<file path="src/lpmr_pkg.sv">
package lpmr_pkg;

    localparam int DEPTH         = 1024;
    localparam int WORD_BITS     = 32;
    localparam int MAX_MSG_WORDS = 64;

    localparam int PTR_BITS  = $clog2(DEPTH);
    localparam int CNT_BITS  = $clog2(DEPTH + 1);
    localparam int SIZE_BITS = 7;
    localparam int CFG_BITS  = 11;
    localparam int RW_RESET  = (1024 > DEPTH) ? DEPTH : 1024;

    localparam int QDEPTH    = 2;
    localparam int QPTR_BITS = $clog2(QDEPTH);
    localparam int QCNT_BITS = $clog2(QDEPTH + 1);

    typedef enum logic [1:0] {
        CMD_HDR  = 2'd0,
        CMD_DATA = 2'd1,
        CMD_DEQ  = 2'd2,
        CMD_BAD  = 2'd3
    } cmd_t;

    typedef enum logic [2:0] {
        ST_OK        = 3'd0,
        ST_FULL      = 3'd1,
        ST_EMPTY     = 3'd2,
        ST_TOO_SMALL = 3'd3,
        ST_SEQ_ERR   = 3'd4
    } status_t;

    typedef enum logic [1:0] {
        BK_IDLE,
        BK_HDR,
        BK_STREAM
    } back_state_t;

    // one job handed from front to back
    typedef struct packed {
        logic                 is_deq;
        status_t              status;
        logic [SIZE_BITS-1:0] length;
        logic [SIZE_BITS-1:0] cap;
        logic [PTR_BITS-1:0]  head;
    } entry_t;

    // dequeue completion reported back to the front
    typedef struct packed {
        logic                 valid;
        logic [PTR_BITS-1:0]  head;
        logic [SIZE_BITS-1:0] consumed;
    } done_t;

    function automatic logic [PTR_BITS-1:0] ptr_adv(input logic [PTR_BITS-1:0] p,
                                                    input logic [CNT_BITS-1:0] rw);
        logic [CNT_BITS-1:0] n;
        n = CNT_BITS'(p) + CNT_BITS'(1);
        return (n >= rw) ? '0 : n[PTR_BITS-1:0];
    endfunction

endpackage

</file>
<file path="src/lpmr_queue.sv">
module lpmr_queue (
    input  logic             aclk,
    input  logic             aresetn,
    input  logic             push,
    input  lpmr_pkg::entry_t push_entry,
    output logic             full,
    input  logic             pop,
    output logic             valid,
    output lpmr_pkg::entry_t head_entry
);

    lpmr_pkg::entry_t                 slot_reg [lpmr_pkg::QDEPTH];
    logic [lpmr_pkg::QPTR_BITS-1:0]   wr_ptr_reg, rd_ptr_reg;
    logic [lpmr_pkg::QCNT_BITS-1:0]   count_reg;

    function automatic logic [lpmr_pkg::QPTR_BITS-1:0] qadv(
        input logic [lpmr_pkg::QPTR_BITS-1:0] p);
        return (int'(p) == lpmr_pkg::QDEPTH - 1) ? '0 : p + 1'b1;
    endfunction

    assign full       = (int'(count_reg) == lpmr_pkg::QDEPTH);
    assign valid      = (count_reg != '0);
    assign head_entry = slot_reg[rd_ptr_reg];

    always_ff @(posedge aclk) begin
        if (push) begin
            slot_reg[wr_ptr_reg] <= push_entry;
        end
    end

    always_ff @(posedge aclk) begin
        if (!aresetn) begin
            wr_ptr_reg <= '0;
            rd_ptr_reg <= '0;
            count_reg  <= '0;
        end else begin
            if (push) begin
                wr_ptr_reg <= qadv(wr_ptr_reg);
            end
            if (pop) begin
                rd_ptr_reg <= qadv(rd_ptr_reg);
            end
            if (push && !pop) begin
                count_reg <= count_reg + 1'b1;
            end else if (pop && !push) begin
                count_reg <= count_reg - 1'b1;
            end
        end
    end

endmodule

</file>
<file path="config.mk">
export PLATFORM = sky130hd
export DESIGN_NAME = lpmr_queue
export DESIGN_NICKNAME = d
export VERILOG_FILES = /design/src/lpmr_pkg.sv /design/src/lpmr_queue.sv
export SDC_FILE = /design/constraint.sdc
export NUM_CORES = 1
export LEC_CHECK = 0
export BUFFER_PORTS_ARGS = -buffer_cell sky130_fd_sc_hd__buf_2
export CORE_AREA = 2 2 69 85
export CTS_CLUSTER_DIAMETER = 50
export CTS_CLUSTER_SIZE = 40
export DETAILED_ROUTE_END_ITERATION = 10
export DIE_AREA = 0 0 71 87
export PLACE_DENSITY = 0.66
export SLEW_MARGIN = 20
export SYNTH_ARGS = -nofsm -noshare
export SYNTH_HDL_FRONTEND = slang
export SYNTH_SLANG_ARGS = --single-unit
export TNS_END_PERCENT = 20
</file>
<file path="constraint.sdc">
create_clock -name aclk -period 3.4 [get_ports aclk]
set_clock_uncertainty 0.05 [all_clocks]
set_input_delay 0.34 -clock aclk [delete_from_list [all_inputs] [get_ports aclk]]
set_output_delay 0.34 -clock aclk [all_outputs]
set_load 0.005 [all_outputs]
</file>
# --- Yosys cells after proc, flatten, opt, wreduce, memory -nomap -nowiden ---
# Memory sizes are Yosys's and may differ from the RTL's. A register that Yosys moved wholly into a read port is not among the register bits.
# Index checks and enable logic that the tools add are counted.
word_totals:
  ff_bits: 4
  output_inout_bits: 30
  input_bits: 32
  n_memories: 1
  mem_bits_rw: 56
  wordCells: 23
classes:
  n_eq_ne: 1
  reduce_logical: 6
  muxes: 8
  addsub: 4
memory_table:
  columns: ["name", "words", "word_bits", "read_ports", "rd_ports_with_merged_regs", "wr", "line_no", "rtl"]
  rows:
  - ["slot_reg", 2, 28, 1, 1, 1, "lpmr_queue.sv:12", "lpmr_pkg::entry_t slot_reg [lpmr_pkg::QDEPTH];"]
ops:
  columns: ["cell", "n"]
  rows:
  - ["two-way mux 1 bit", 6]
  - ["two-way mux 2 bit", 2]
  - ["nonzero test 2 bit", 2]
  - ["adder 1 bit (second input constant)", 2]
  - ["adder 2 x 1 -> 2 bit (second input constant)", 1]
  - ["== test 2 bit (second input constant)", 1]
  - ["logical AND 1 bit", 2]
  - ["zero test 1 bit", 2]
  - ["subtractor 2 x 1 -> 2 bit (second input constant)", 1]

# --- Longest topological paths before layout ---
depth:
  ltp_word: 4
  mapped_depth: 5
  depth_no_buf: 5

# --- Worst setup path after synthesis ---
# No wires, ideal clock.
synth_timing:
  path_kind: "input to register"
  start: "in push"
  end: "mem slot_reg[0][0] in the netlist's numbering, enable pin"
  n_path_buf: 0
  setup_ns: 0.418
  stages: 1
  setup_slack_ns: 1.285
  arrival_ns: 1.648
  t_required_ns: 2.932
  path_cell_list: "nor2b_1"
synth_between:
  elab_chain_cells: 2
synth_rtl:
  columns: ["element", "line_no", "rtl"]
  rows:
  - ["start: declaration", "lpmr_queue.sv:4", "input logic push,"]
  - ["two-way mux 1 bit", "lpmr_queue.sv:26", "if (push) begin"]
  - ["two-way mux 1 bit (implied by the code)", "lpmr_queue.sv:27", "slot_reg[wr_ptr_reg] <= push_entry;"]
  - ["end: declaration", "lpmr_queue.sv:12", null]
# Every way passes these cells.

==> impl_metrics.json <==
{
  "outcome": "finished, final reports clean",
  "cts_setup_buffers": 0,
  "p_leak_nw": 1.08,
  "portBuffers": 61,
  "layout-drive-gt1-share_pct": 58.4,
  "drt-pass1-iter-count": 4,
  "drc_errors": 0,
  "core_um2": 5440,
  "synth_cells": 109,
  "num_rows": 30,
  "preCtsSetupSlack_ps": 1480,
  "grt_max_degree": 29,
  "fin_crit_ps": 2200,
  "drt_iter0_drc": 31,
  "clock-sinks": 61,
  "period_share_pct": 64.8,
  "fill_cells": 479,
  "cts-buffers-inserted": 9,
  "dieWidth_um": 71,
  "cts.clk_slew.worst_paths_ps": 70,
  "top_usage_layer": "met2",
  "power.density_nw_per_um2": 563,
  "ios": 62,
  "crit_fanout": 17,
  "worstPathRequired_ps": 3010,
  "largest_reg_flops": 56,
  "finalSetupViolations": 0,
  "met1_usage_pct": 13.4,
  "ys_ff_latch": 61,
  "hpwl_um": 2610,
  "worstMarginPinSlew_ps": 513,
  "first_global_vias": 1266,
  "grt_use_met2_pct": 22.9,
  "fin_ws_ps": 1200,
  "die_area_um2": 6180,
  "cts-htree-levels": 3,
  "grt_pass1_wl_um": 5840,
  "start_util_pct": 41.3,
  "holdWs_ps": 156,
  "hold_class": "input pin to flop",
  "max-clock-path-buffers": 2,
  "root_buffer": "clkbuf_8",
  "hold_viol_final": 0,
  "gp_congestion": 0.719,
  "worst_slew_margin_rel_pct": 65.7,
  "routed_wl_um": 3780,
  "area_growth_pct": 24.6,
  "ctsResizeCount": 0,
  "crit_arrival_ps": 1810,
  "synth_top_area_share_pct": 74.9,
  "tritoncts": "built",
  "cap_violations": 0,
  "crit_path_start_kind": "flop",
  "num_vias": 1181,
  "hold_buffers": 0,
  "clock_latency_ps": 310,
  "syn_area_um2": 2250,
  "synth_area_leaders": "edfxtp_1 (75%), mux2_2 (14%), dfxtp_1 (4.5%), and2_1 (1.1%), buf_6 (1.0%)",
  "max_freq_mhz": 454,
  "die_y_um": 87,
  "yosysSeqAreaShare_pct": 79.3,
  "layout.nets": 214,
  "r2r_slack_ps": 2180,
  "wire_per_inst_um": 15.2,
  "cp_slowest_cell": "dfxtp_1",
  "overflow": 0,
  "antenna_found_initial": 0,
  "yosysWarnings": 0,
  "end_kind": "output pin",
  "rsz0062_at_grt": "no",
  "diodes": 0,
  "crit_type": "flop to output pin",
  "max_stage_delay_ps": 640,
  "syn_nets": 142,
  "maxSlewViolCount": 0,
  "vias_per_cell": 4.74,
  "met3_usage_pct": 4.86,
  "crit_chain": "buf_4 > mux2_2 > buf_2",
  "synth_top_cell_by_area": "edfxtp_1",
  "avgSynthCellArea_um2": 20.6,
  "ant_nets": 0,
  "grtUsageTotal_pct": 12.9,
  "yosysUniqueCellTypes": 17,
  "fin_setup_tns_ps": 0,
  "vdd_ir_drop_max_v": 0.000369
}
## cell type report
class	instances	area, um^2	area share, %
sequential	61	1780	63.7
multi-input combinational	44	435	15.6
timing repair buffer	64	328	11.7
clock buffer	13	159	5.68
tap	64	80.1	2.86
clock inverter	2	10.0	0.358
inverter	1	3.75	0.134
## cells in the mapped netlist
master,n
a21boi_1,1
and2_1,4
and2b_2,1
buf_2,1
buf_6,2
dfxtp_1,5
edfxtp_1,56
ha_1,1
inv_1,1
mux2_2,28
nor2b_1,2
o21a_1,1
o21ai_0,1
or2_2,1
or3_1,1
xnor2_1,1
xor2_1,2
## worst max-delay path, delay by kind of cell, from the launching register on
family | cells | cell delay [ps]
flops | 1 | 640
buf+inv | 2 | 480
mux | 1 | 370
## per-layer routing
metal / wire [um] / vias up
met5: 0 / -
met2: 2050 / 44
li1: - / 561
met3: 210 / 5
met4: 44 / 0
met1: 1470 / 571
## path summary, 6_finish.rpt
path,depth (start not counted),start,endpoint
hold reg to reg,2,count_reg[1],count_reg[1]
setup / recovery,3,flop,head_entry[17]
setup reg to reg,2,wr_ptr_reg,slot_reg[1][9]
hold / removal,1,push_entry[5],slot_reg[1][5]
## power by group
group,leakage [nW],internal [W],switching [W],total [W]
clock,0.0893,0.000298,0.000238,0.000536
sequential,0.567,0.000865,0.0000169,0.000882
combinational,0.423,0.0000870,0.0000682,0.000155
## cells in the final DEF, fill, tap and decap left out
cell / n
and2b_2: 1
xor2_1: 2
and2_1: 4
dfxtp_1: 5
or2_2: 1
buf_4: 3
mux2_2: 28
ha_1: 1
a21boi_1: 1
or3_1: 1
edfxtp_1: 56
clkinv_2: 2
nor2b_2: 1
buf_2: 61
o21a_1: 1
clkbuf_1: 2
xnor2_1: 1
inv_1: 1
nor2b_1: 1
o21ai_0: 1
clkbuf_8: 11
## metrics by stage
| step | area (um^2) | utilization (%) | total power (W) | cells |
|---|---|---|---|---|
| floorplan | 2250 | - | 0.000982 | 109 |
| global placement | 2630 | 48.3 | 0.00105 | 234 |
| detailed placement | 2630 | 48.3 | 0.00106 | 234 |
| CTS | 2800 | 51.4 | 0.00160 | 249 |
| global route | 2800 | 51.4 | 0.00165 | 249 |
| finish | 2800 | 51.4 | 0.00157 | 249 |
## kinds of logic after synthesis
logic type	after synthesis	share of synthesized area (%)
AO/OA/AOI/OAI	3	0.891
XOR/XNOR	3	1.17
adder cells (fa/ha/maj)	1	0.557
buffers and inverters	4	1.39
flip-flops	61	79.3
multiplexers	28	14.0
AND/OR/NAND/NOR	9	2.62
No activity file was read; power rests on OpenSTA's default activity.
