[config.mk]
export PLATFORM = sky130hd
export DESIGN_NAME = lpmr_back
export DESIGN_NICKNAME = d
export VERILOG_FILES = /design/src/lpmr_pkg.sv /design/src/lpmr_back.sv
export SDC_FILE = /design/constraint.sdc
export NUM_CORES = 1
export LEC_CHECK = 0
export BUFFER_PORTS_ARGS = -buffer_cell sky130_fd_sc_hd__clkbuf_2
export CAP_MARGIN = 0
export CORE_ASPECT_RATIO = 0.75
export CORE_MARGIN = 5
export CORE_UTILIZATION = 40
export DETAILED_ROUTE_END_ITERATION = 7
export SYNTH_ARGS = -nofsm -noshare
export SYNTH_HDL_FRONTEND = slang
export SYNTH_SLANG_ARGS = --single-unit
[constraint.sdc]
create_clock -name aclk -period 11.6 [get_ports aclk]
set_input_delay 3.48 -clock aclk [delete_from_list [all_inputs] [get_ports aclk]]
set_output_delay 3.48 -clock aclk [all_outputs]
set_load 0.01 [all_outputs]
[src/lpmr_pkg.sv]
package lpmr_pkg;

    localparam int DEPTH         = 1024;
    localparam int WORD_BITS     = 32;
    localparam int MAX_MSG_WORDS = 64;

    localparam int PTR_BITS  = $clog2(DEPTH);
    localparam int CNT_BITS  = $clog2(DEPTH + 1);
    localparam int SIZE_BITS = 7;
    localparam int CFG_BITS  = 11;
    localparam int RW_RESET  = (1024 > DEPTH) ? DEPTH : 1024;

    localparam int QDEPTH    = 2;
    localparam int QPTR_BITS = $clog2(QDEPTH);
    localparam int QCNT_BITS = $clog2(QDEPTH + 1);

    typedef enum logic [1:0] {
        CMD_HDR  = 2'd0,
        CMD_DATA = 2'd1,
        CMD_DEQ  = 2'd2,
        CMD_BAD  = 2'd3
    } cmd_t;

    typedef enum logic [2:0] {
        ST_OK        = 3'd0,
        ST_FULL      = 3'd1,
        ST_EMPTY     = 3'd2,
        ST_TOO_SMALL = 3'd3,
        ST_SEQ_ERR   = 3'd4
    } status_t;

    typedef enum logic [1:0] {
        BK_IDLE,
        BK_HDR,
        BK_STREAM
    } back_state_t;

    // one job handed from front to back
    typedef struct packed {
        logic                 is_deq;
        status_t              status;
        logic [SIZE_BITS-1:0] length;
        logic [SIZE_BITS-1:0] cap;
        logic [PTR_BITS-1:0]  head;
    } entry_t;

    // dequeue completion reported back to the front
    typedef struct packed {
        logic                 valid;
        logic [PTR_BITS-1:0]  head;
        logic [SIZE_BITS-1:0] consumed;
    } done_t;

    function automatic logic [PTR_BITS-1:0] ptr_adv(input logic [PTR_BITS-1:0] p,
                                                    input logic [CNT_BITS-1:0] rw);
        logic [CNT_BITS-1:0] n;
        n = CNT_BITS'(p) + CNT_BITS'(1);
        return (n >= rw) ? '0 : n[PTR_BITS-1:0];
    endfunction

endpackage

[src/lpmr_back.sv]
module lpmr_back (
    input  logic                           aclk,
    input  logic                           aresetn,
    input  logic                           q_valid,
    input  lpmr_pkg::entry_t               q_entry,
    output logic                           q_pop,
    output lpmr_pkg::done_t                done,
    input  logic [lpmr_pkg::CNT_BITS-1:0]  ring_words,
    output logic                           ram_re,
    output logic [lpmr_pkg::PTR_BITS-1:0]  ram_raddr,
    input  logic [lpmr_pkg::WORD_BITS-1:0] ram_rdata,
    output logic                           m_valid,
    input  logic                           m_ready,
    output logic [2:0]                     m_status,
    output logic [lpmr_pkg::SIZE_BITS-1:0] m_length,
    output logic [31:0]                    m_data,
    output logic                           m_last
);

    lpmr_pkg::back_state_t          state_reg, state_next;
    logic [lpmr_pkg::SIZE_BITS-1:0] cap_reg, cap_next;
    logic [lpmr_pkg::PTR_BITS-1:0]  head_reg, head_next;
    logic [lpmr_pkg::SIZE_BITS-1:0] len_reg, len_next;
    logic [lpmr_pkg::PTR_BITS-1:0]  rd_ptr_reg, rd_ptr_next;
    logic [lpmr_pkg::SIZE_BITS-1:0] rd_left_reg, rd_left_next;
    logic [lpmr_pkg::SIZE_BITS-1:0] out_left_reg, out_left_next;
    logic                           pend_reg, pend_next;

    logic                           out_valid_reg, out_valid_next;
    lpmr_pkg::status_t              out_status_reg, out_status_next;
    logic [lpmr_pkg::SIZE_BITS-1:0] out_len_reg, out_len_next;
    logic [31:0]                    out_data_reg, out_data_next;
    logic                           out_last_reg, out_last_next;

    logic                           can_take;
    logic                           issue, load;
    logic [lpmr_pkg::SIZE_BITS-1:0] hdr_len;

    assign can_take = !out_valid_reg || m_ready;
    assign hdr_len  = (int'(ram_rdata[lpmr_pkg::SIZE_BITS-1:0]) > lpmr_pkg::MAX_MSG_WORDS)
                      ? lpmr_pkg::SIZE_BITS'(lpmr_pkg::MAX_MSG_WORDS)
                      : ram_rdata[lpmr_pkg::SIZE_BITS-1:0];

    assign m_valid  = out_valid_reg;
    assign m_status = out_status_reg;
    assign m_length = out_len_reg;
    assign m_data   = out_data_reg;
    assign m_last   = out_last_reg;

    always_comb begin
        state_next      = state_reg;
        cap_next        = cap_reg;
        head_next       = head_reg;
        len_next        = len_reg;
        rd_ptr_next     = rd_ptr_reg;
        rd_left_next    = rd_left_reg;
        out_left_next   = out_left_reg;
        pend_next       = pend_reg;
        out_valid_next  = out_valid_reg && !m_ready;
        out_status_next = out_status_reg;
        out_len_next    = out_len_reg;
        out_data_next   = out_data_reg;
        out_last_next   = out_last_reg;
        q_pop           = 1'b0;
        ram_re          = 1'b0;
        ram_raddr       = rd_ptr_reg;
        done            = '0;
        issue           = 1'b0;
        load            = 1'b0;

        case (state_reg)
            lpmr_pkg::BK_IDLE: begin
                if (q_valid) begin
                    if (q_entry.is_deq) begin
                        q_pop      = 1'b1;
                        ram_re     = 1'b1;
                        ram_raddr  = q_entry.head;
                        head_next  = q_entry.head;
                        cap_next   = q_entry.cap;
                        state_next = lpmr_pkg::BK_HDR;
                    end else if (can_take) begin
                        q_pop           = 1'b1;
                        out_valid_next  = 1'b1;
                        out_status_next = q_entry.status;
                        out_len_next    = q_entry.length;
                        out_data_next   = '0;
                        out_last_next   = 1'b1;
                    end
                end
            end
            lpmr_pkg::BK_HDR: begin
                if (hdr_len > cap_reg) begin
                    if (can_take) begin
                        out_valid_next  = 1'b1;
                        out_status_next = lpmr_pkg::ST_TOO_SMALL;
                        out_len_next    = hdr_len;
                        out_data_next   = '0;
                        out_last_next   = 1'b1;
                        done.valid      = 1'b1;
                        done.head       = head_reg;
                        done.consumed   = '0;
                        state_next      = lpmr_pkg::BK_IDLE;
                    end
                end else if (hdr_len == '0) begin
                    if (can_take) begin
                        out_valid_next  = 1'b1;
                        out_status_next = lpmr_pkg::ST_OK;
                        out_len_next    = '0;
                        out_data_next   = '0;
                        out_last_next   = 1'b1;
                        done.valid      = 1'b1;
                        done.head       = lpmr_pkg::ptr_adv(head_reg, ring_words);
                        done.consumed   = lpmr_pkg::SIZE_BITS'(1);
                        state_next      = lpmr_pkg::BK_IDLE;
                    end
                end else begin
                    len_next      = hdr_len;
                    rd_ptr_next   = lpmr_pkg::ptr_adv(head_reg, ring_words);
                    rd_left_next  = hdr_len;
                    out_left_next = hdr_len;
                    pend_next     = 1'b0;
                    state_next    = lpmr_pkg::BK_STREAM;
                end
            end
            lpmr_pkg::BK_STREAM: begin
                // read one word ahead; hold the read data while the output stalls
                issue = (rd_left_reg != '0) && (!pend_reg || can_take);
                load  = pend_reg && can_take;
                if (load) begin
                    out_valid_next  = 1'b1;
                    out_status_next = lpmr_pkg::ST_OK;
                    out_len_next    = len_reg;
                    out_data_next   = 32'(ram_rdata);
                    out_last_next   = (out_left_reg == lpmr_pkg::SIZE_BITS'(1));
                    out_left_next   = out_left_reg - 1'b1;
                    if (out_left_reg == lpmr_pkg::SIZE_BITS'(1)) begin
                        done.valid    = 1'b1;
                        done.head     = rd_ptr_reg;
                        done.consumed = len_reg + 1'b1;
                        state_next    = lpmr_pkg::BK_IDLE;
                    end
                end
                if (issue) begin
                    ram_re       = 1'b1;
                    ram_raddr    = rd_ptr_reg;
                    rd_ptr_next  = lpmr_pkg::ptr_adv(rd_ptr_reg, ring_words);
                    rd_left_next = rd_left_reg - 1'b1;
                    pend_next    = 1'b1;
                end else if (load) begin
                    pend_next = 1'b0;
                end
            end
            default: begin
                state_next = lpmr_pkg::BK_IDLE;
            end
        endcase
    end

    always_ff @(posedge aclk) begin
        if (!aresetn) begin
            state_reg     <= lpmr_pkg::BK_IDLE;
            pend_reg      <= 1'b0;
            out_valid_reg <= 1'b0;
        end else begin
            state_reg     <= state_next;
            pend_reg      <= pend_next;
            out_valid_reg <= out_valid_next;
        end
    end

    always_ff @(posedge aclk) begin
        cap_reg        <= cap_next;
        head_reg       <= head_next;
        len_reg        <= len_next;
        rd_ptr_reg     <= rd_ptr_next;
        rd_left_reg    <= rd_left_next;
        out_left_reg   <= out_left_next;
        out_status_reg <= out_status_next;
        out_len_reg    <= out_len_next;
        out_data_reg   <= out_data_next;
        out_last_reg   <= out_last_next;
    end

endmodule

# Yosys cells after proc, flatten, opt, wreduce, memory -nomap -nowiden
# Index checks and enable logic that the tools add are counted.
[totals]
ff_bits = 95
elab_cells = 144
input_bits = 75
[classes]
bitwise_logic = 2
magnitude_cmp = 4
addsub = 5
eq_ne = 16
muxes = 83
reduce_logical = 21
[ops]
columns = ["op", "count"]
rows = [
  ["32-bit two-way mux", 6],
  ["18-bit two-way mux", 6],
  ["32-bit one-hot mux with 3 select lines", 1],
  ["7-bit two-way mux", 13],
  ["10-bit two-way mux", 8],
  ["18-bit one-hot mux with 2 select lines", 1],
  ["7-bit one-hot mux with 2 select lines", 2],
  ["3-bit two-way mux", 8],
  ["1-bit two-way mux", 23],
  ["10-bit by 1-bit adder with 11-bit output, second input constant", 2],
  ["11-bit >= comparator", 2],
  ["7-bit one-hot mux with 3 select lines", 1],
  ["10-bit one-hot mux with 2 select lines", 1],
  ["2-bit != test, second input constant", 9],
  ["4-bit AND reduction", 4],
  ["2-bit two-way mux", 7],
  ["7-bit by 1-bit subtractor with 7-bit output, second input constant", 2],
  ["3-bit != test, second input constant", 4],
  ["3-bit one-hot mux with 3 select lines", 1],
  ["8-bit AND reduction", 1],
  ["7-bit by 1-bit adder with 7-bit output, second input constant", 1],
  ["7-bit by 1-bit equality test with 1-bit output, second input constant", 1],
  ["7-bit > comparator", 1],
  ["7-bit > comparator, second input constant", 1],
  ["16 further kinds", 25],
]

# Depth between registers and ports, before layout
[logic_depth]
depth_word = 7
ltp_mapped = 14

# Worst setup path after synthesis
# No wires, ideal clock.
[synth_path]
kind = "input port to flip-flop"
startpoint = "input ram_rdata[6] in the netlist's numbering"
endpoint = "register out_data_reg[0], in the netlist m_data[0] (enable)"
cell_stages = 9
slack_ns = 1.133
t_arrival_ns = 9.872
path_cell_list = "inv_1 > nand2_1 > inv_1 > ha_1 > nand4_1 > a21oi_1 > o22a_1 > nor3_1 > a2111oi_0"
[synth_via]
elab_chain_len = 5
[synth_rtl]
columns = ["element", "line", "rtl"]
rows = [
  ["start, declared", "lpmr_back.sv:11", "input logic [lpmr_pkg::WORD_BITS-1:0] ram_rdata,"],
  ["7-bit > comparator (*)", "lpmr_back.sv:40", "assign hdr_len = (int'(ram_rdata[lpmr_pkg::SIZE_BITS-1:0]) > lpmr_pkg::MAX_MSG_WORDS)"],
  ["7-bit two-way mux (*)", "lpmr_back.sv:41", "? lpmr_pkg::SIZE_BITS'(lpmr_pkg::MAX_MSG_WORDS)"],
  ["net hdr_len (one bit)", "lpmr_back.sv:37", "logic [lpmr_pkg::SIZE_BITS-1:0] hdr_len;"],
  ["7-bit > comparator or 7-bit zero test (tied branches)", "lpmr_back.sv:92, lpmr_back.sv:104", ""],
  ["3-bit != test (no source line) (*)", "-", ""],
  ["5-bit AND reduction (no source line) (*)", "-", ""],
  ["end signal, assigned", "lpmr_back.sv:180", "out_data_reg <= out_data_next;"],
  ["end, declared", "lpmr_back.sv:32", "logic [31:0] out_data_reg, out_data_next;"],
]
# Mark *: on every way through the listed nets, which the timed path passes. The rest lies on a longest branch.
# A chain may end at the register's enable or synchronous reset.

==> metrics.md <==
| Metric | Value |
|---|---|
| Outcome | `complete, no violations` |
| Syn_nets | `644` |
| Vias in the first global route | `4434` |
| Count of input and output buffers | `148` |
| Yosys top cell by area | `edfxtp_1` |
| Clock buffer depth | `2` |
| Top-Level Pins | `149` |
| Clk_skew | `0.00676 ns` |
| Yosys warning total | `0` |
| Syn Std Cell Area | `5570 um2` |
| Die height | `112 um` |
| CTS H-tree depth | `3` |
| Post-Syn Instances | `530` |
| Crit-path max FO | `8` |
| Gr ovfl total | `0` |
| Setup-failing EPs final | `0` |
| Placed wire-length estimate | `11700 um` |
| Initial antenna violation count | `0` |
| Share of cells above drive strength 1 | `27.9%` |
| Worst path required time | `8.12 ns` |
| CP Class | `in -> out` |
| Fmax | `0.105 GHz` |
| Synth Area in XOR/XNOR | `4.72%` |
| Area Overhead vs Synth | `21.6%` |
| Synth top area share | `49.0%` |
| Clock slew at reported path FFs | `0.07 ns` |
| Total power | `1.20 mW` |
| Total GRT Usage | `18.2%` |
| Layout fillers | `1277` |
| Clk sink count | `95` |
| Synth Area in Compound Gates | `11.8%` |
| DR DRC count | `0` |
| Starting Density | `40.7%` |
| Largest family of logic cells by synthesized area | `simple AND/OR/NAND/NOR gates` |
| Setup TNS | `0 ns` |
| PwrDens | `177 nW/um2` |
| Arr. time, crit path | `6.00 ns` |
| Top_reg_cell synth | `edfxtp_1` |
| EDFF count, synth | `91` |
| Critical Path End Type | `primary output` |
| Max Slew Vio Count | `0` |
| Mean post-synth cell area | `10.5 um2` |
| Asr flop ratio synth | `0%` |
| Storage cell area | `2810 um2` |
| Worst slew pin tran | `0.968 ns` |
| First-pass GRT wire length | `23600 um` |
| Ant diodes | `0` |
| # hold bufs at CTS | `0` |
| Net count reported at finish | `786` |
| Worst hold path class | `reg -> reg` |
| 1st-iter DRT viols | `353` |
| Max FFs per register | `32` |
| Die area | `16400 um2` |
| Largest net degree at the start of global routing | `71` |
| Clock Latency Late Sink | `0.35 ns` |
| Clock Tree Root | `clkbuf_16` |
| VDD IR max | `0.0946 mV` |
| CTS Buf Count | `9` |
| Final Hold Vio Count | `0` |
| Final GP Congestion | `0.921` |
| Adder-Cell Fraction of Synth Area | `8.76%` |
| #FFs+latches synth | `95` |
| Netlist cell types | `52` |
| Pre-Repair DR Iteration Count | `5` |
| Postcts setup bufs | `0` |
| Max_cap viols | `0` |
| Mux share of post-synthesis cell area | `2.92%` |
| Detailed-route via count | `4465` |
| Relative slew slack | `35.2%` |
| CTS tree | `yes` |
| Via density | `5.24` |
| Post_cts resized | `0` |
| Multi-input gate area | `2480 um2` |
| Tcrit/Tclk final | `81.7%` |
| Setup repair after global routing missed its margin | `false` |
| Leakage dissipation | `2.95 nW` |
| Row count | `37` |
| CP startpoint kind | `input pin` |
| Wire per inst | `17.6 um` |
| Core ar. | `13700 um2` |
| Post-Synth Simple-Gate Area | `16.2%` |
| Sequential area share after synthesis | `50.5%` |
| Die Wd | `146 um` |
| Main area contributors after synthesis | `edfxtp_1 49%, ha_1 8.8%, and2_1 3.8%` |
| Final wirelength | `15000 um` |
| Post-layout min period | `9.48 ns` |
| DRT antenna net count | `0` |
## cells in the final DEF (no fill, tap or decap), types with 2 or more instances in the layout
cell	netlist	final
a21oi_1	22	22
clkbuf_2	0	148
o21a_1	3	3
nand4_1	5	5
mux2_2	10	10
o31ai_1	2	2
nand3b_1	2	2
mux2i_1	5	5
nand2b_1	9	9
dfxtp_1	4	4
a32oi_1	3	3
a211oi_1	5	5
ha_1	39	38
or4_4	2	2
xnor2_1	15	15
edfxtp_1	91	91
a21boi_0	2	2
buf_4	0	3
a31oi_1	2	2
or3_1	4	4
a22oi_1	6	6
nand2_1	43	43
clkbuf_16	0	9
o22a_1	4	4
nor2_1	29	29
nor3_1	5	4
and3_1	9	9
o22ai_1	9	9
nor2b_1	5	5
inv_1	54	54
xor2_1	15	15
o21ai_2	3	3
nand3_1	16	16
o21ai_0	30	30
inv_8	0	2
nor4_1	2	2
and2_1	34	34
o21ai_1	5	5
## worst max-delay path: stages
cell and delay, ns:
clkbuf_2 0.13, inv_1 0.17, nand2_1 0.10, inv_1 0.11, ha_1 0.25, a21oi_1 0.14, o21ai_0 0.12, o22a_1 0.32
nor3_1 0.68, a22o_1 0.23, a21o_1 0.12, clkbuf_2 0.14
## per-stage QoR
| step | cell area, um2 | hold WS [ns] | utilization (%) | cells | worst slack [ns] |
|---|---|---|---|---|---|
| after floorplan | 5570 | 0.493 | - | 530 | 1.13 |
| after global placement | 6480 | 0.542 | 47.3 | 836 | 2.24 |
| after detailed placement | 6480 | 0.553 | 47.3 | 836 | 2.19 |
| final | 6780 | 0.567 | 49.5 | 852 | 2.12 |
| after CTS | 6780 | 0.563 | 49.5 | 852 | 2.18 |
| after global routing | 6780 | 0.626 | 49.5 | 852 | 1.98 |
## power by group
group          internal (mW)  switching [mW]
clock                  0.151           0.144
combinational          0.138           0.227
sequential             0.488          0.0504
## synth_stat cells (3+ instances only)
library cell / n
a211oi_1: 5
a21oi_1: 22
a22oi_1: 6
a32oi_1: 3
and2_1: 34
and3_1: 9
buf_1: 4
clkbuf_1: 15
dfxtp_1: 4
edfxtp_1: 91
ha_1: 39
inv_1: 54
mux2_2: 10
mux2i_1: 5
nand2_1: 43
nand2b_1: 9
nand3_1: 16
nand4_1: 5
nor2_1: 29
nor2b_1: 5
nor3_1: 5
o21a_1: 3
o21ai_0: 30
o21ai_1: 5
o21ai_2: 3
o22a_1: 4
o22ai_1: 9
or3_1: 4
xnor2_1: 15
xor2_1: 15
## final timing paths
path	from	to	slack [ns]	depth (start not counted)
hold / removal	pend_reg	pend_reg	0.57	2
hold reg to reg	pend_reg	pend_reg	0.57	2
setup reg to reg	rd_ptr_reg[0]	rd_ptr_reg[4]	7.99	11
setup / recovery	ram_rdata[6]	done[15]	2.12	12
## final cells by class
cell class | count | area share, %
Sequential cell | 95 | 41.5
Timing Repair Buffer | 151 | 11.3
Multi-Input combinational cell | 360 | 36.6
Clock inverter | 7 | 0.997
Inverter | 55 | 3.05
Tap cell | 175 | 3.23
Clock buffer | 9 | 3.32
## per-layer routing
metal / up-vias / track usage (%) / wire length [um]
li1: 2169 / - / -
met1: 2087 / 26.7 / 7290
met2: 190 / 26.1 / 6160
met3: 19 / 5.85 / 1370
met4: 0 / 4.57 / 196
met5: - / 0 / 0
## logic make-up (layout without fill, tap and decap cells)
logic type,after synthesis,after routing
muxes,15,15
adders and majority gates,39,39
DFF,95,95
buffers and inverters,75,222
xor gates and xnor gates,30,30
AOI/OAI and AO/OA,105,105
and+or+nand+nor,171,171
Note: power is estimated with default switching activity, not from simulation.
