### src/lpmr_pkg.sv
package lpmr_pkg;

    localparam int DEPTH         = 1024;
    localparam int WORD_BITS     = 32;
    localparam int MAX_MSG_WORDS = 64;

    localparam int PTR_BITS  = $clog2(DEPTH);
    localparam int CNT_BITS  = $clog2(DEPTH + 1);
    localparam int SIZE_BITS = 7;
    localparam int CFG_BITS  = 11;
    localparam int RW_RESET  = (1024 > DEPTH) ? DEPTH : 1024;

    localparam int QDEPTH    = 2;
    localparam int QPTR_BITS = $clog2(QDEPTH);
    localparam int QCNT_BITS = $clog2(QDEPTH + 1);

    typedef enum logic [1:0] {
        CMD_HDR  = 2'd0,
        CMD_DATA = 2'd1,
        CMD_DEQ  = 2'd2,
        CMD_BAD  = 2'd3
    } cmd_t;

    typedef enum logic [2:0] {
        ST_OK        = 3'd0,
        ST_FULL      = 3'd1,
        ST_EMPTY     = 3'd2,
        ST_TOO_SMALL = 3'd3,
        ST_SEQ_ERR   = 3'd4
    } status_t;

    typedef enum logic [1:0] {
        BK_IDLE,
        BK_HDR,
        BK_STREAM
    } back_state_t;

    // one job handed from front to back
    typedef struct packed {
        logic                 is_deq;
        status_t              status;
        logic [SIZE_BITS-1:0] length;
        logic [SIZE_BITS-1:0] cap;
        logic [PTR_BITS-1:0]  head;
    } entry_t;

    // dequeue completion reported back to the front
    typedef struct packed {
        logic                 valid;
        logic [PTR_BITS-1:0]  head;
        logic [SIZE_BITS-1:0] consumed;
    } done_t;

    function automatic logic [PTR_BITS-1:0] ptr_adv(input logic [PTR_BITS-1:0] p,
                                                    input logic [CNT_BITS-1:0] rw);
        logic [CNT_BITS-1:0] n;
        n = CNT_BITS'(p) + CNT_BITS'(1);
        return (n >= rw) ? '0 : n[PTR_BITS-1:0];
    endfunction

endpackage

### src/lpmr_front.sv
module lpmr_front (
    input  logic                               aclk,
    input  logic                               aresetn,
    input  logic                               s_valid,
    output logic                               s_ready,
    input  logic [1:0]                         s_cmd,
    input  logic [lpmr_pkg::SIZE_BITS-1:0]     s_size,
    input  logic [31:0]                        s_data,
    input  logic                               cfg_we,
    input  logic [2:0]                         cfg_addr,
    input  logic [31:0]                        cfg_wdata,
    output logic [31:0]                        cfg_rdata,
    output logic                               q_push,
    output lpmr_pkg::entry_t                   q_entry,
    input  logic                               q_full,
    input  lpmr_pkg::done_t                    done,
    output logic [lpmr_pkg::CNT_BITS-1:0]      ring_words,
    output logic                               ram_we,
    output logic [lpmr_pkg::PTR_BITS-1:0]      ram_waddr,
    output logic [lpmr_pkg::WORD_BITS-1:0]     ram_wdata
);

    logic [lpmr_pkg::CNT_BITS-1:0]  ring_words_reg, ring_words_next;
    logic [lpmr_pkg::PTR_BITS-1:0]  head_reg, head_next;
    logic [lpmr_pkg::PTR_BITS-1:0]  tail_reg, tail_next;
    logic [lpmr_pkg::CNT_BITS-1:0]  occ_reg, occ_next;
    logic [lpmr_pkg::SIZE_BITS-1:0] pend_reg, pend_next;
    logic                           drop_reg, drop_next;
    logic                           wait_reg, wait_next;

    logic                          accept;
    logic [lpmr_pkg::CNT_BITS-1:0] free_words;
    logic [lpmr_pkg::CFG_BITS-1:0] cfg_val;

    assign s_ready    = !wait_reg && !q_full;
    assign accept     = s_valid && s_ready;
    assign ring_words = ring_words_reg;
    assign free_words = ring_words_reg - occ_reg;
    assign cfg_val    = cfg_wdata[lpmr_pkg::CFG_BITS-1:0];
    assign cfg_rdata  = cfg_addr[2] ? 32'd0 : 32'(ring_words_reg);

    always_comb begin
        ring_words_next = ring_words_reg;
        head_next       = head_reg;
        tail_next       = tail_reg;
        occ_next        = occ_reg;
        pend_next       = pend_reg;
        drop_next       = drop_reg;
        wait_next       = wait_reg;
        q_push          = accept;
        q_entry.is_deq  = 1'b0;
        q_entry.status  = lpmr_pkg::ST_SEQ_ERR;
        q_entry.length  = '0;
        q_entry.cap     = s_size;
        q_entry.head    = head_reg;
        ram_we          = 1'b0;
        ram_waddr       = tail_reg;
        ram_wdata       = lpmr_pkg::WORD_BITS'(s_size);

        if (accept) begin
            case (lpmr_pkg::cmd_t'(s_cmd))
                lpmr_pkg::CMD_HDR: begin
                    q_entry.length = s_size;
                    if (pend_reg != '0) begin
                        q_entry.status = lpmr_pkg::ST_SEQ_ERR;
                    end else if (int'(s_size) > lpmr_pkg::MAX_MSG_WORDS ||
                                 int'(s_size) + 1 > int'(free_words)) begin
                        q_entry.status = lpmr_pkg::ST_FULL;
                        pend_next      = s_size;
                        drop_next      = (s_size != '0);
                    end else begin
                        q_entry.status = lpmr_pkg::ST_OK;
                        ram_we         = 1'b1;
                        tail_next      = lpmr_pkg::ptr_adv(tail_reg, ring_words_reg);
                        occ_next       = occ_reg + lpmr_pkg::CNT_BITS'(s_size)
                                         + lpmr_pkg::CNT_BITS'(1);
                        pend_next      = s_size;
                        drop_next      = 1'b0;
                    end
                end
                lpmr_pkg::CMD_DATA: begin
                    if (pend_reg == '0) begin
                        q_entry.status = lpmr_pkg::ST_SEQ_ERR;
                    end else begin
                        pend_next = pend_reg - 1'b1;
                        if (drop_reg) begin
                            q_entry.status = lpmr_pkg::ST_FULL;
                            if (pend_reg == lpmr_pkg::SIZE_BITS'(1)) begin
                                drop_next = 1'b0;
                            end
                        end else begin
                            q_entry.status = lpmr_pkg::ST_OK;
                            ram_we         = 1'b1;
                            ram_wdata      = lpmr_pkg::WORD_BITS'(s_data);
                            tail_next      = lpmr_pkg::ptr_adv(tail_reg, ring_words_reg);
                        end
                    end
                end
                lpmr_pkg::CMD_DEQ: begin
                    if (pend_reg != '0) begin
                        q_entry.status = lpmr_pkg::ST_SEQ_ERR;
                    end else if (occ_reg == '0) begin
                        q_entry.status = lpmr_pkg::ST_EMPTY;
                    end else begin
                        q_entry.is_deq = 1'b1;
                        wait_next      = 1'b1;
                    end
                end
                default: begin
                    q_entry.status = lpmr_pkg::ST_SEQ_ERR;
                end
            endcase
        end

        // release after the back reports the dequeue done; a too-small answer frees nothing
        if (done.valid) begin
            head_next = done.head;
            occ_next  = (occ_reg >= lpmr_pkg::CNT_BITS'(done.consumed))
                        ? occ_reg - lpmr_pkg::CNT_BITS'(done.consumed) : '0;
            wait_next = 1'b0;
        end

        if (cfg_we && !cfg_addr[2]) begin
            if (int'(cfg_val) < 2) begin
                ring_words_next = lpmr_pkg::CNT_BITS'(2);
            end else if (int'(cfg_val) > lpmr_pkg::DEPTH) begin
                ring_words_next = lpmr_pkg::CNT_BITS'(lpmr_pkg::DEPTH);
            end else begin
                ring_words_next = lpmr_pkg::CNT_BITS'(cfg_val);
            end
            head_next = '0;
            tail_next = '0;
            occ_next  = '0;
            pend_next = '0;
            drop_next = 1'b0;
        end
    end

    always_ff @(posedge aclk) begin
        if (!aresetn) begin
            ring_words_reg <= lpmr_pkg::CNT_BITS'(lpmr_pkg::RW_RESET);
            head_reg       <= '0;
            tail_reg       <= '0;
            occ_reg        <= '0;
            pend_reg       <= '0;
            drop_reg       <= 1'b0;
            wait_reg       <= 1'b0;
        end else begin
            ring_words_reg <= ring_words_next;
            head_reg       <= head_next;
            tail_reg       <= tail_next;
            occ_reg        <= occ_next;
            pend_reg       <= pend_next;
            drop_reg       <= drop_next;
            wait_reg       <= wait_next;
        end
    end

endmodule

### config.mk
export PLATFORM = sky130hd
export DESIGN_NAME = lpmr_front
export DESIGN_NICKNAME = d
export VERILOG_FILES = /design/src/lpmr_pkg.sv /design/src/lpmr_front.sv
export SDC_FILE = /design/constraint.sdc
export NUM_CORES = 1
export LEC_CHECK = 0
export BUFFER_PORTS_ARGS = -buffer_cell sky130_fd_sc_hd__buf_2
export CORE_MARGIN = 4
export CORE_UTILIZATION = 52
export CTS_BUF_LIST = sky130_fd_sc_hd__clkbuf_8 sky130_fd_sc_hd__clkbuf_16
export CTS_CLUSTER_DIAMETER = 200
export DETAILED_ROUTE_END_ITERATION = 16
export GPL_ROUTABILITY_DRIVEN = 0
export GPL_TIMING_DRIVEN = 0
export PLACE_DENSITY = 0.9
export SYNTH_ARGS = -nofsm -noshare
export SYNTH_HDL_FRONTEND = slang
export SYNTH_SLANG_ARGS = --single-unit
### constraint.sdc
create_clock -name aclk -period 12 [get_ports aclk]
set_input_delay 0.6 -clock aclk [delete_from_list [all_inputs] [get_ports aclk]]
set_output_delay 0.6 -clock aclk [all_outputs]
set_load 0.1 [all_outputs]
# ---- After elaboration in Yosys (flattened, before gate mapping)
# Cells that the tools add are included.
dict set report classes {
  div 0
  muxes 46
  n_reduce_logical 21
  add_sub_neg 7
  mul 0
  shift 0
  order_cmp 6
  eq_ne 9
  n_bitwise 3
}
# operator n
set ops {}
lappend ops {{$mux 32} 4}
lappend ops {{$mux 11} 10}
lappend ops {{$mux 10} 5}
lappend ops {{$mux 7} 3}
lappend ops {{$pmux 10 s2} 1}
lappend ops {{$mux 1} 15}
lappend ops {{$pmux 7 s2} 1}
lappend ops {{$reduce_bool 7->1} 2}
lappend ops {{$mux 3} 4}
lappend ops {{$ne 2x2->1 const B} 6}
lappend ops {{$reduce_and 4->1} 3}
lappend ops {{$add 10x1->11 const B} 1}
lappend ops {{$add 11x1->11 const B} 1}
lappend ops {{$add 11x7->11} 1}
lappend ops {{$ge 11x11->1} 1}
lappend ops {{$ge 11x7->1} 1}
lappend ops {{$gt 11x11->1 const B} 1}
lappend ops {{$gt 8x11->1} 1}
lappend ops {{$logic_not 11->1} 1}
lappend ops {{$lt 11x2->1 const B} 1}
lappend ops {{$sub 11x11->11} 1}
lappend ops {{$sub 11x7->11} 1}
lappend ops {{$pmux 3 s3} 1}
lappend ops {{$add 7x1->8 const B} 1}
lappend ops {{other kinds (15)} 25}
dict set report totals {
  rom_bits 0
  latch_bits 0
  regBits 51
  ramBits 0
  mem_count 0
}

# ---- Logic depth before layout (Yosys ltp)
# Gate-level depths: netlist of the first run.
dict set report depth {
  depth_word 8
  ltp_mapped 19
  depth_no_buf 18
}

# ---- Worst setup path after synthesis of the first run
# Ideal clock, no wire load.
dict set report synth_timing {
  path_kind {reg-to-output}
  start {reg ring_words_reg (netlist bit ring_words[2])}
  end {out q_entry[24] in the netlist's numbering}
  path_buffers 0
  slack_ns 5.475
  required_ns 11.400
  arrival_ns 5.925
  path_stages_with_launch 18
  path_cell_list {dfxtp_1 -> ha_1 -> o21ai_0 -> a21oi_1 -> o21ai_0 -> nand2b_1 -> a21o_1 -> a21oi_1 -> xor2_1 -> ha_1 -> nand4_1 -> nor2_1 -> nor4_1 -> nand3_1 -> or4_4 -> o21ai_0 -> a21oi_1 -> nor3_1}
}
# item line_no
set synth_lines {}
lappend synth_lines {{from (decl)} lpmr_front.sv:23} ;# logic [lpmr_pkg::CNT_BITS-1:0] ring_words_reg, ring_words_next;
lappend synth_lines {{from (signal assigned)} lpmr_front.sv:141} ;# ring_words_reg <= lpmr_pkg::CNT_BITS'(lpmr_pkg::RW_RESET);
lappend synth_lines {{from (signal assigned)} lpmr_front.sv:149} ;# ring_words_reg <= ring_words_next;
lappend synth_lines {{to (decl)} lpmr_front.sv:14} ;# output lpmr_pkg::entry_t q_entry,

==> results.sh, run 1 <==
export IMPL_pwr_density_cell_nw_per_um2=95.4
export IMPL_clk_latency_ps=330
export IMPL_grt_ovfl_total=0
export IMPL_wl_per_cell_um=15.4
export IMPL_whs_path_depth=2
export IMPL_cts_sinks=51
export IMPL_status="completed"
export IMPL_max_slew_worst_pin_slew_ps=1400
export IMPL_antenna_left=0
export IMPL_r2r_start="occ_reg[2]$_SDFFE_PP0P_"
export IMPL_htree_levels=2
export IMPL_fmax_mhz=182
export IMPL_max_stage_delay_ps=580
export IMPL_wirelength_um=15100
export IMPL_cts_buffer_depth=2
export IMPL_layout_drive_gt1_share_pct=27.0
export IMPL_ir_drop_v=0.0000596
export IMPL_drtPass1Iterations=6
export IMPL_dieWidth_um=106
export IMPL_relSlewSlack_pct=5.81
export IMPL_cp_slowest_cell="or4_4"
export IMPL_viasPerCell=5.63
export IMPL_core_area_um2=9240
export IMPL_portBuffers=168
export IMPL_synth_flop_cell="dfxtp_1"
export IMPL_fin_crit_sh_pct=45.7
export IMPL_rr_endpoint="ram_waddr[9]$_SDFFE_PP0P_"
export IMPL_fin_crit_ps=5480
export IMPL_clkSlewWorstSetupHoldPaths_ps=110
export IMPL_worst_path_buf_inv=2
export IMPL_antenna_found_initial=0
export IMPL_grt_max_degree=17
export IMPL_setup_tns_final_ps=0
export IMPL_worst_ep_arrival_time_ps=4880
export IMPL_num_fill_cells=804
export IMPL_leakagePower_nw=3.06
export IMPL_synthArstFlopShare_pct=0
export IMPL_holdWs_ps=451
export IMPL_cp_start_kind="flop"
export IMPL_dp_cells=977
export IMPL_grt_setup_unrepaired="false"
export IMPL_reg2reg_slack_ps=7590
export IMPL_syn_area_um2=4960
export IMPL_skew_ps=12.5
export IMPL_rows=35
export IMPL_path_cells="inv_1 > ha_1 > o21ai_0 > a21oi_1 > o21ai_0 > nand2b_1 > a21o_1 > a21oi_1 > xor2_1 > ha_1 > nand4_1 > nor2_1 > nor4_1 > nand3_1 > or4_4 > o21ai_0 > a21oi_1 > nor3_1 > buf_2"
export IMPL_drv_slew=0
export IMPL_track_usage_pct=25.8
export IMPL_grt_pass1_wl_um=23700
export IMPL_num_vias=5544
export IMPL_initial_core_util_pct=53.6
export IMPL_finalHoldViolations=0
export IMPL_dp_hpwl_um=12100
export IMPL_grt_pass1_vias=5180
export IMPL_ctsRootBufferMaster="clkbuf_8"
export IMPL_worstHoldStart="aresetn"
export IMPL_io_pins=215
export IMPL_path_max_fanout=5
export IMPL_fin_nets=1005
export IMPL_ys_seq_area_share_pct=20.6
export IMPL_r2r_cells=19
export IMPL_die_area_um2=11200
export IMPL_final_common_cell="buf_2"
export IMPL_ys_seq_elements=51
export IMPL_cap_violations=0
export IMPL_drcViolationCount=0
export IMPL_drt_iter0_markers=515
export IMPL_antenna_cells=0
export IMPL_cts_made_buffers=5
export IMPL_synth_edf_count=0
export IMPL_ys_types=72
export IMPL_synthCells=660
export IMPL_end_kind="output pin"
export IMPL_cpLargestDelayFamily="simple AND/OR/NAND/NOR gates"
export IMPL_ctsResizeCount=0
export IMPL_hold_class="in -> reg"
export IMPL_final_cell_mix="buf_2, nand2_1, nor2_1"
export IMPL_die_height_um=106
export IMPL_syn_area_per_cell_um2=7.51
export IMPL_worstHoldEndpoint="ring_words[10]$_SDFFE_PN1P_"
export IMPL_cp_required_ps=11400
export IMPL_setup_viol=0
export IMPL_yosysWarnings=0
export IMPL_crit_type="reg -> out"
export IMPL_cts_tree="yes"
export IMPL_ctsHoldBuffers=0
export IMPL_post_cts_buffers=0
export IMPL_area_growth_pct=23.7
export IMPL_fin_cells=985
export IMPL_finalPower_mw=0.585
## cell usage after synthesis, types with 3 or more instances
cell type / n / area share (%)
nor2b_1: 3 / 0.38
nand3_1: 15 / 1.5
inv_1: 44 / 3.3
and2_1: 31 / 3.9
dfxtp_1: 51 / 21
xor2_1: 9 / 1.6
o22ai_1: 5 / 0.63
o21a_1: 5 / 0.76
a21oi_1: 34 / 3.4
nor3_1: 23 / 2.3
a211oi_2: 4 / 1.0
xnor2_1: 21 / 3.7
a211oi_1: 11 / 1.7
clkbuf_1: 20 / 1.5
o21ai_1: 5 / 0.50
nor2_1: 57 / 4.3
mux2i_1: 11 / 2.2
nor4_1: 13 / 1.6
fa_1: 3 / 1.2
nand2b_1: 10 / 1.3
a32o_1: 7 / 1.4
a21o_1: 11 / 1.7
a22oi_1: 5 / 0.76
or2_2: 4 / 0.50
o211ai_1: 3 / 0.45
nand4_1: 6 / 0.76
ha_1: 48 / 12
o21ai_0: 42 / 4.2
nor3_2: 4 / 0.81
buf_4: 28 / 4.2
nand2_1: 70 / 5.3
o2111ai_1: 4 / 0.71
## cell type report
cell class                      count  area [um^2]  share of cell area, %
Buffer                             53          320                   5.22
Clock buffer                        6         82.6                   1.35
Clock inverter                      2         16.3                  0.265
Inverter                           44          165                   2.69
Multi-Input combinational cell    532         3520                   57.5
Sequential cell                    51         1020                   16.6
Tap cell                          129          161                   2.63
Timing Repair Buffer              168          841                   13.7
## worst max path at each step
| stage | from | endpoint | cells after the start |
|---|---|---|---|
| final | occ_reg[2]$_SDFFE_PP0P_ | q_entry[24] | 19 |
| after global routing | occ_reg[2]$_SDFFE_PP0P_ | q_entry[24] | 19 |
| after global placement | occ_reg[1]$_SDFFE_PP0P_ | q_entry[24] | 19 |
| after CTS | occ_reg[1]$_SDFFE_PP0P_ | q_entry[24] | 19 |
| after floorplan | ring_words[2]$_SDFFE_PN0P_ | q_entry[24] | 17 |
| after detailed placement | occ_reg[1]$_SDFFE_PP0P_ | q_entry[24] | 19 |
## routing by layer
layer,global-route usage [%],share of wire (%)
met2,43.6,46
met1,31.9,40
met4,9.90,2.8
met3,5.88,11
met5,0,0
## kinds of logic after synthesis
kind of cell    after synthesis  synth area share [%]
fa+ha+maj                    51                  13.3
mux                          11                  2.22
compound gates              165                  22.9
buf+inv                      97                  9.80
flops                        51                  20.6
other cells                   1                0.0757
simple gates                254                  25.8
xor+xnor                     30                  5.30
## power breakdown
group          total (mW)  internal, mW  switching (mW)
Clock               0.113        0.0473          0.0657
Combinational       0.288        0.0880           0.200
Sequential          0.184         0.176         0.00839
Total               0.585         0.311           0.274
## stage by stage
stage,utilization (%),worst slack (ps),cell area (um^2)
after detailed placement,65.3,6900,6030
after global routing,66.4,6270,6130
after global placement,65.3,7020,6030
final,66.4,6520,6130
after CTS,66.4,6540,6130
after floorplan,-,5470,5030
No activity file was read; power rests on OpenSTA's default activity.
==> run 2: changes to the inputs <==
Settings changed: CORE_UTILIZATION 52 to 44, PLACE_DENSITY 0.9 to 0.82.
Clock period 12 ns to 5 ns, I/O delays scaled along.
==> results.sh, run 2 (synthesis gave the netlist of run 1 again) <==
export IMPL_core_area_um2=10900
export IMPL_setup_tns_final_ps=0
export IMPL_area_growth_pct=25.8
export IMPL_wl_met1_um=6320
export IMPL_worst_ep_arrival_time_ps=4410
export IMPL_whs_path_depth=2
export IMPL_ctsHoldBuffers=0
export IMPL_leakagePower_nw=3.11
export IMPL_holdWs_ps=156
export IMPL_cts_made_buffers=5
export IMPL_multi_input_area_um2=3540
export IMPL_wirelength_um=15100
export IMPL_r2r_cells=18
export IMPL_dp_cells=988
export IMPL_dp_hpwl_um=12000
export IMPL_num_vias=5454
export IMPL_clk_latency_ps=290
export IMPL_pwr_density_cell_nw_per_um2=244
export IMPL_finalPower_mw=1.52
export IMPL_fin_crit_sh_pct=93.3
export IMPL_routed_top_layer="met4"
export IMPL_clkSlewWorstSetupHoldPaths_ps=70
export IMPL_portBuffers=168
export IMPL_initial_core_util_pct=45.3
export IMPL_drtPass1Iterations=5
export IMPL_wl_met2_um=7240
export IMPL_final_cell_mix="buf_2, nand2_1, nor2_1"
export IMPL_fin_area_um2=6230
export IMPL_viasPerCell=5.48
export IMPL_fmax_mhz=214
export IMPL_max_slew_worst_pin_slew_ps=937
export IMPL_drt_iter0_markers=466
export IMPL_met3WireLength_um=1360
export IMPL_final_common_cell="buf_2"
export IMPL_layout_drive_gt1_share_pct=27.3
export IMPL_cap_violations=0
export IMPL_drv_slew=0
export IMPL_skew_ps=3.20
export IMPL_finalHoldViolations=0
export IMPL_fin_cells=995
export IMPL_antenna_cells=0
export IMPL_wl_per_cell_um=15.2
export IMPL_cts_buffer_depth=2
export IMPL_path_max_fanout=10
export IMPL_grt_pass1_vias=5128
export IMPL_setup_viol=0
export IMPL_dieWidth_um=114
export IMPL_htree_levels=2
export IMPL_fin_nets=1005
export IMPL_cp_required_ps=4750
export IMPL_cp_start_kind="flop"
export IMPL_drcViolationCount=0
export IMPL_num_fill_cells=1037
export IMPL_grt_max_degree=15
export IMPL_crit_type="reg -> out"
export IMPL_rows=38
export IMPL_grt_pass1_wl_um=24100
export IMPL_relSlewSlack_pct=37.0
export IMPL_ir_drop_v=0.000135
export IMPL_antenna_found_initial=0
export IMPL_grt_ovfl_total=0
export IMPL_cts_sinks=51
export IMPL_placed_cell_area_um2=6060
export IMPL_hold_class="in -> reg"
export IMPL_end_kind="output pin"
export IMPL_regArea_um2=1020
export IMPL_ctsRootBufferMaster="clkbuf_16"
export IMPL_status="completed"
export IMPL_die_height_um=114
export IMPL_grt_setup_unrepaired="false"
export IMPL_die_area_um2=13000
export IMPL_cts_tree="yes"
export IMPL_io_pins=215
export IMPL_track_usage_pct=22.4
export IMPL_antenna_left=0
export IMPL_fin_crit_ps=4660
[run 2: cell types whose count changed in the layout (fill, tap and decap cells not counted), moves of 2 or more]
cell | before | now
buf_2 | 169 | 167
clkbuf_16 | 0 | 5
clkbuf_8 | 6 | 0
dfxtp_1 | 51 | 49
dfxtp_2 | 0 | 2
[run 2: critical path, cell delays in order (launching register included)]
cell and delay [ps]:
dfxtp_2 410, inv_1 60, ha_1 330, o21ai_0 180
a21oi_1 90, o21ai_0 190, nand2b_1 110, a21o_1 190
a21oi_1 160, xor2_1 170, ha_1 270, nand4_1 100
nor2_1 50, nor4_1 270, nand3_1 120, or4_4 580
o211ai_2 270, buf_6 200, nand2_1 90, buf_4 270
[run 2: routing by layer]
| layer | up-vias | GRT usage (%) |
|---|---|---|
| met5 | - | 0 |
| met1 | 2451 | 28.5 |
| met2 | 279 | 38.8 |
| met4 | 0 | 6.10 |
| li1 | 2703 | - |
| met3 | 21 | 4.33 |
[run 2: path summary, 6_finish.rpt]
path / start / endpoint / slack [ps]
setup / recovery: occ_reg[2]$_SDFFE_PP0P_ / ram_we / 340
hold / removal: aresetn / ring_words[10]$_SDFFE_PN1P_ / 160
setup reg to reg: occ_reg[2]$_SDFFE_PP0P_ / ram_waddr[6]$_SDFFE_PP0P_ / 780
hold reg to reg: pend_reg[6]$_SDFFE_PP0P_ / pend_reg[6]$_SDFFE_PP0P_ / 490
[run 2: final cells by class]
| class | count | share of cell area (%) |
|---|---|---|
| Tap cell | 140 | 2.81 |
| Clock buffer | 5 | 2.01 |
| Sequential cell | 51 | 16.4 |
| Inverter | 44 | 2.65 |
| Multi-Input combinational cell | 532 | 56.8 |
| Buffer | 53 | 5.14 |
| Timing Repair Buffer | 168 | 13.6 |
| Clock inverter | 2 | 0.542 |
[run 2: per-stage QoR]
stage | util, % | setup WS [ps]
6_report | 57.0 | 337
5_1_grt | 57.0 | 29.6
4_1_cts | 56.9 | 3.14
3_5_place_dp | 55.5 | 333
3_3_place_gp | 55.4 | 364
2_1_floorplan | - | -288
[run 2: what timing repair did]
item                       in CTS  in global routing
setup endpoints to repair       0                  2
resized for setup               0                  8
buffers inserted                0                  0
[run 2: power by group]
group	switching, mW	total [mW]	internal, mW
combinational	0.485	0.697	0.212
clock	0.148	0.380	0.232
sequential	0.0203	0.443	0.423
total	0.654	1.52	0.866
==> run 3: changes to the inputs <==
Settings changed: PLACE_DENSITY 0.82 to 0.79.
==> results.sh, run 3 (synthesis gave the netlist of run 1 again) <==
export IMPL_fmax_mhz=213
export IMPL_portBuffers=168
export IMPL_grt_setup_unrepaired="false"
export IMPL_finalHoldViolations=0
export IMPL_post_cts_buffers=0
export IMPL_final_common_cell="buf_2"
export IMPL_htree_levels=2
export IMPL_reg2reg_slack_ps=780
export IMPL_ctsRootBufferMaster="clkbuf_16"
export IMPL_grt_ovfl_total=0
export IMPL_cp_start_kind="flop"
export IMPL_cts_sinks=51
export IMPL_skew_ps=6.37
export IMPL_setup_viol=0
export IMPL_cts_made_buffers=5
export IMPL_worst_ep_arrival_time_ps=4440
export IMPL_fin_crit_sh_pct=93.7
export IMPL_wirelength_um=15100
export IMPL_grt_pass1_vias=5172
export IMPL_placed_cell_area_um2=6060
export IMPL_r2r_start="occ_reg[2]$_SDFFE_PP0P_"
export IMPL_drtPass1Iterations=5
export IMPL_io_pins=215
export IMPL_dp_hpwl_um=12100
export IMPL_antenna_cells=0
export IMPL_layout_drive_gt1_share_pct=27.4
export IMPL_rows=38
export IMPL_num_vias=5463
export IMPL_cp_required_ps=4750
export IMPL_viasPerCell=5.49
export IMPL_finalPower_mw=1.48
export IMPL_max_slew_worst_pin_slew_ps=934
export IMPL_initial_core_util_pct=45.3
export IMPL_cts_buffer_depth=2
export IMPL_dieWidth_um=114
export IMPL_die_height_um=114
export IMPL_drt_iter0_markers=358
export IMPL_area_growth_pct=25.4
export IMPL_rr_endpoint="ram_waddr[3]$_SDFFE_PP0P_"
export IMPL_grt_max_degree=15
export IMPL_clkSlewWorstSetupHoldPaths_ps=70
export IMPL_antenna_left=0
export IMPL_hold_class="in -> reg"
export IMPL_status="completed"
export IMPL_final_cell_mix="buf_2, nand2_1, nor2_1"
export IMPL_utilization_pct=56.8
export IMPL_core_area_um2=10900
export IMPL_crit_type="reg -> out"
export IMPL_cap_violations=0
export IMPL_r2r_cells=18
export IMPL_ir_drop_v=0.000165
export IMPL_relSlewSlack_pct=37.2
export IMPL_die_area_um2=13000
export IMPL_cts_tree="yes"
export IMPL_drcViolationCount=0
export IMPL_antenna_found_initial=0
export IMPL_end_kind="output pin"
export IMPL_cp_startpoint="occ_reg[2]$_SDFFE_PP0P_"
export IMPL_track_usage_pct=22.3
export IMPL_endpoint="ram_we"
export IMPL_fin_area_um2=6220
export IMPL_wl_per_cell_um=15.2
export IMPL_pwr_density_cell_nw_per_um2=238
export IMPL_fin_crit_ps=4690
export IMPL_clk_latency_ps=290
export IMPL_num_fill_cells=1042
export IMPL_grt_pass1_wl_um=24100
export IMPL_leakagePower_nw=3.10
export IMPL_drv_slew=0
export IMPL_path_max_fanout=10
export IMPL_fin_nets=1005
run 3: power by group:
group	internal, mW	switching, mW	leakage (nW)
Clock	0.196	0.148	0.0727
Combinational	0.212	0.482	2.61
Sequential	0.422	0.0209	0.416
run 3: how the worst min path moves through the flow:
stage	startpoint	end	slack [ps]	cells past startpoint
4_1_cts	aresetn	ring_words[10]$_SDFFE_PN1P_	160	2
2_1_floorplan	aresetn	ring_words[10]$_SDFFE_PN1P_	310	1
3_5_place_dp	aresetn	ring_words[10]$_SDFFE_PN1P_	450	2
6_report	aresetn	ring_words[10]$_SDFFE_PN1P_	160	2
3_3_place_gp	aresetn	ring_words[10]$_SDFFE_PN1P_	450	2
5_1_grt	aresetn	ring_words[10]$_SDFFE_PN1P_	170	2
run 3: metal layers:
metal	vias up	global-route usage (%)	part of all wire [%]
met5	-	0	0
met4	0	6.10	2.1
met3	33	3.54	9.2
met2	277	39.2	48
met1	2474	28.3	41
li1	2679	-	-
run 3: final cells by class:
| class | count | area, um^2 | share of cell area, % |
|---|---|---|---|
| repair buffers | 168 | 846 | 13.6 |
| multi-input cells | 532 | 3540 | 57.0 |
| flip-flops and latches | 51 | 1020 | 16.5 |
| clock buffers | 6 | 139 | 2.23 |
| plain buffers | 53 | 320 | 5.15 |
| well taps | 140 | 175 | 2.82 |
| inverters | 44 | 165 | 2.66 |
| clock inverters | 1 | 5.00 | 0.0805 |
run 3: critical path, stage by stage, from the launching register on:
cell and delay [ps]:
dfxtp_2 410, inv_1 70, ha_1 320, o21ai_0 180
a21oi_1 100, o21ai_0 160, nand2b_1 110, a21o_1 190
a21oi_1 160, xor2_1 160, ha_1 260, nand4_1 90
nor2_1 50, nor4_1 290, nand3_1 110, or4_4 580
o211ai_2 270, buf_6 200, nand2_1 90, clkbuf_4 320
run 3: metrics by stage:
step / setup TNS, ps / worst slack [ps] / cells / hold slack [ps]
after CTS: 0 / 69.7 / 995 / 156
after global routing: 0 / 13.0 / 995 / 166
after detailed placement: 0 / 281 / 988 / 450
final: 0 / 315 / 995 / 157
after global placement: 0 / 226 / 988 / 450
after floorplan: -577 / -288 / 680 / 312
run 3: timing repair:
| item | 4_1_cts | 5_1_grt |
|---|---|---|
| gates cloned | 0 | 0 |
| endpoints found under the setup margin | 1 | 2 |
| pin swaps | 0 | 0 |
| resized for setup | 1 | 4 |
| hold buffers | 0 | 0 |
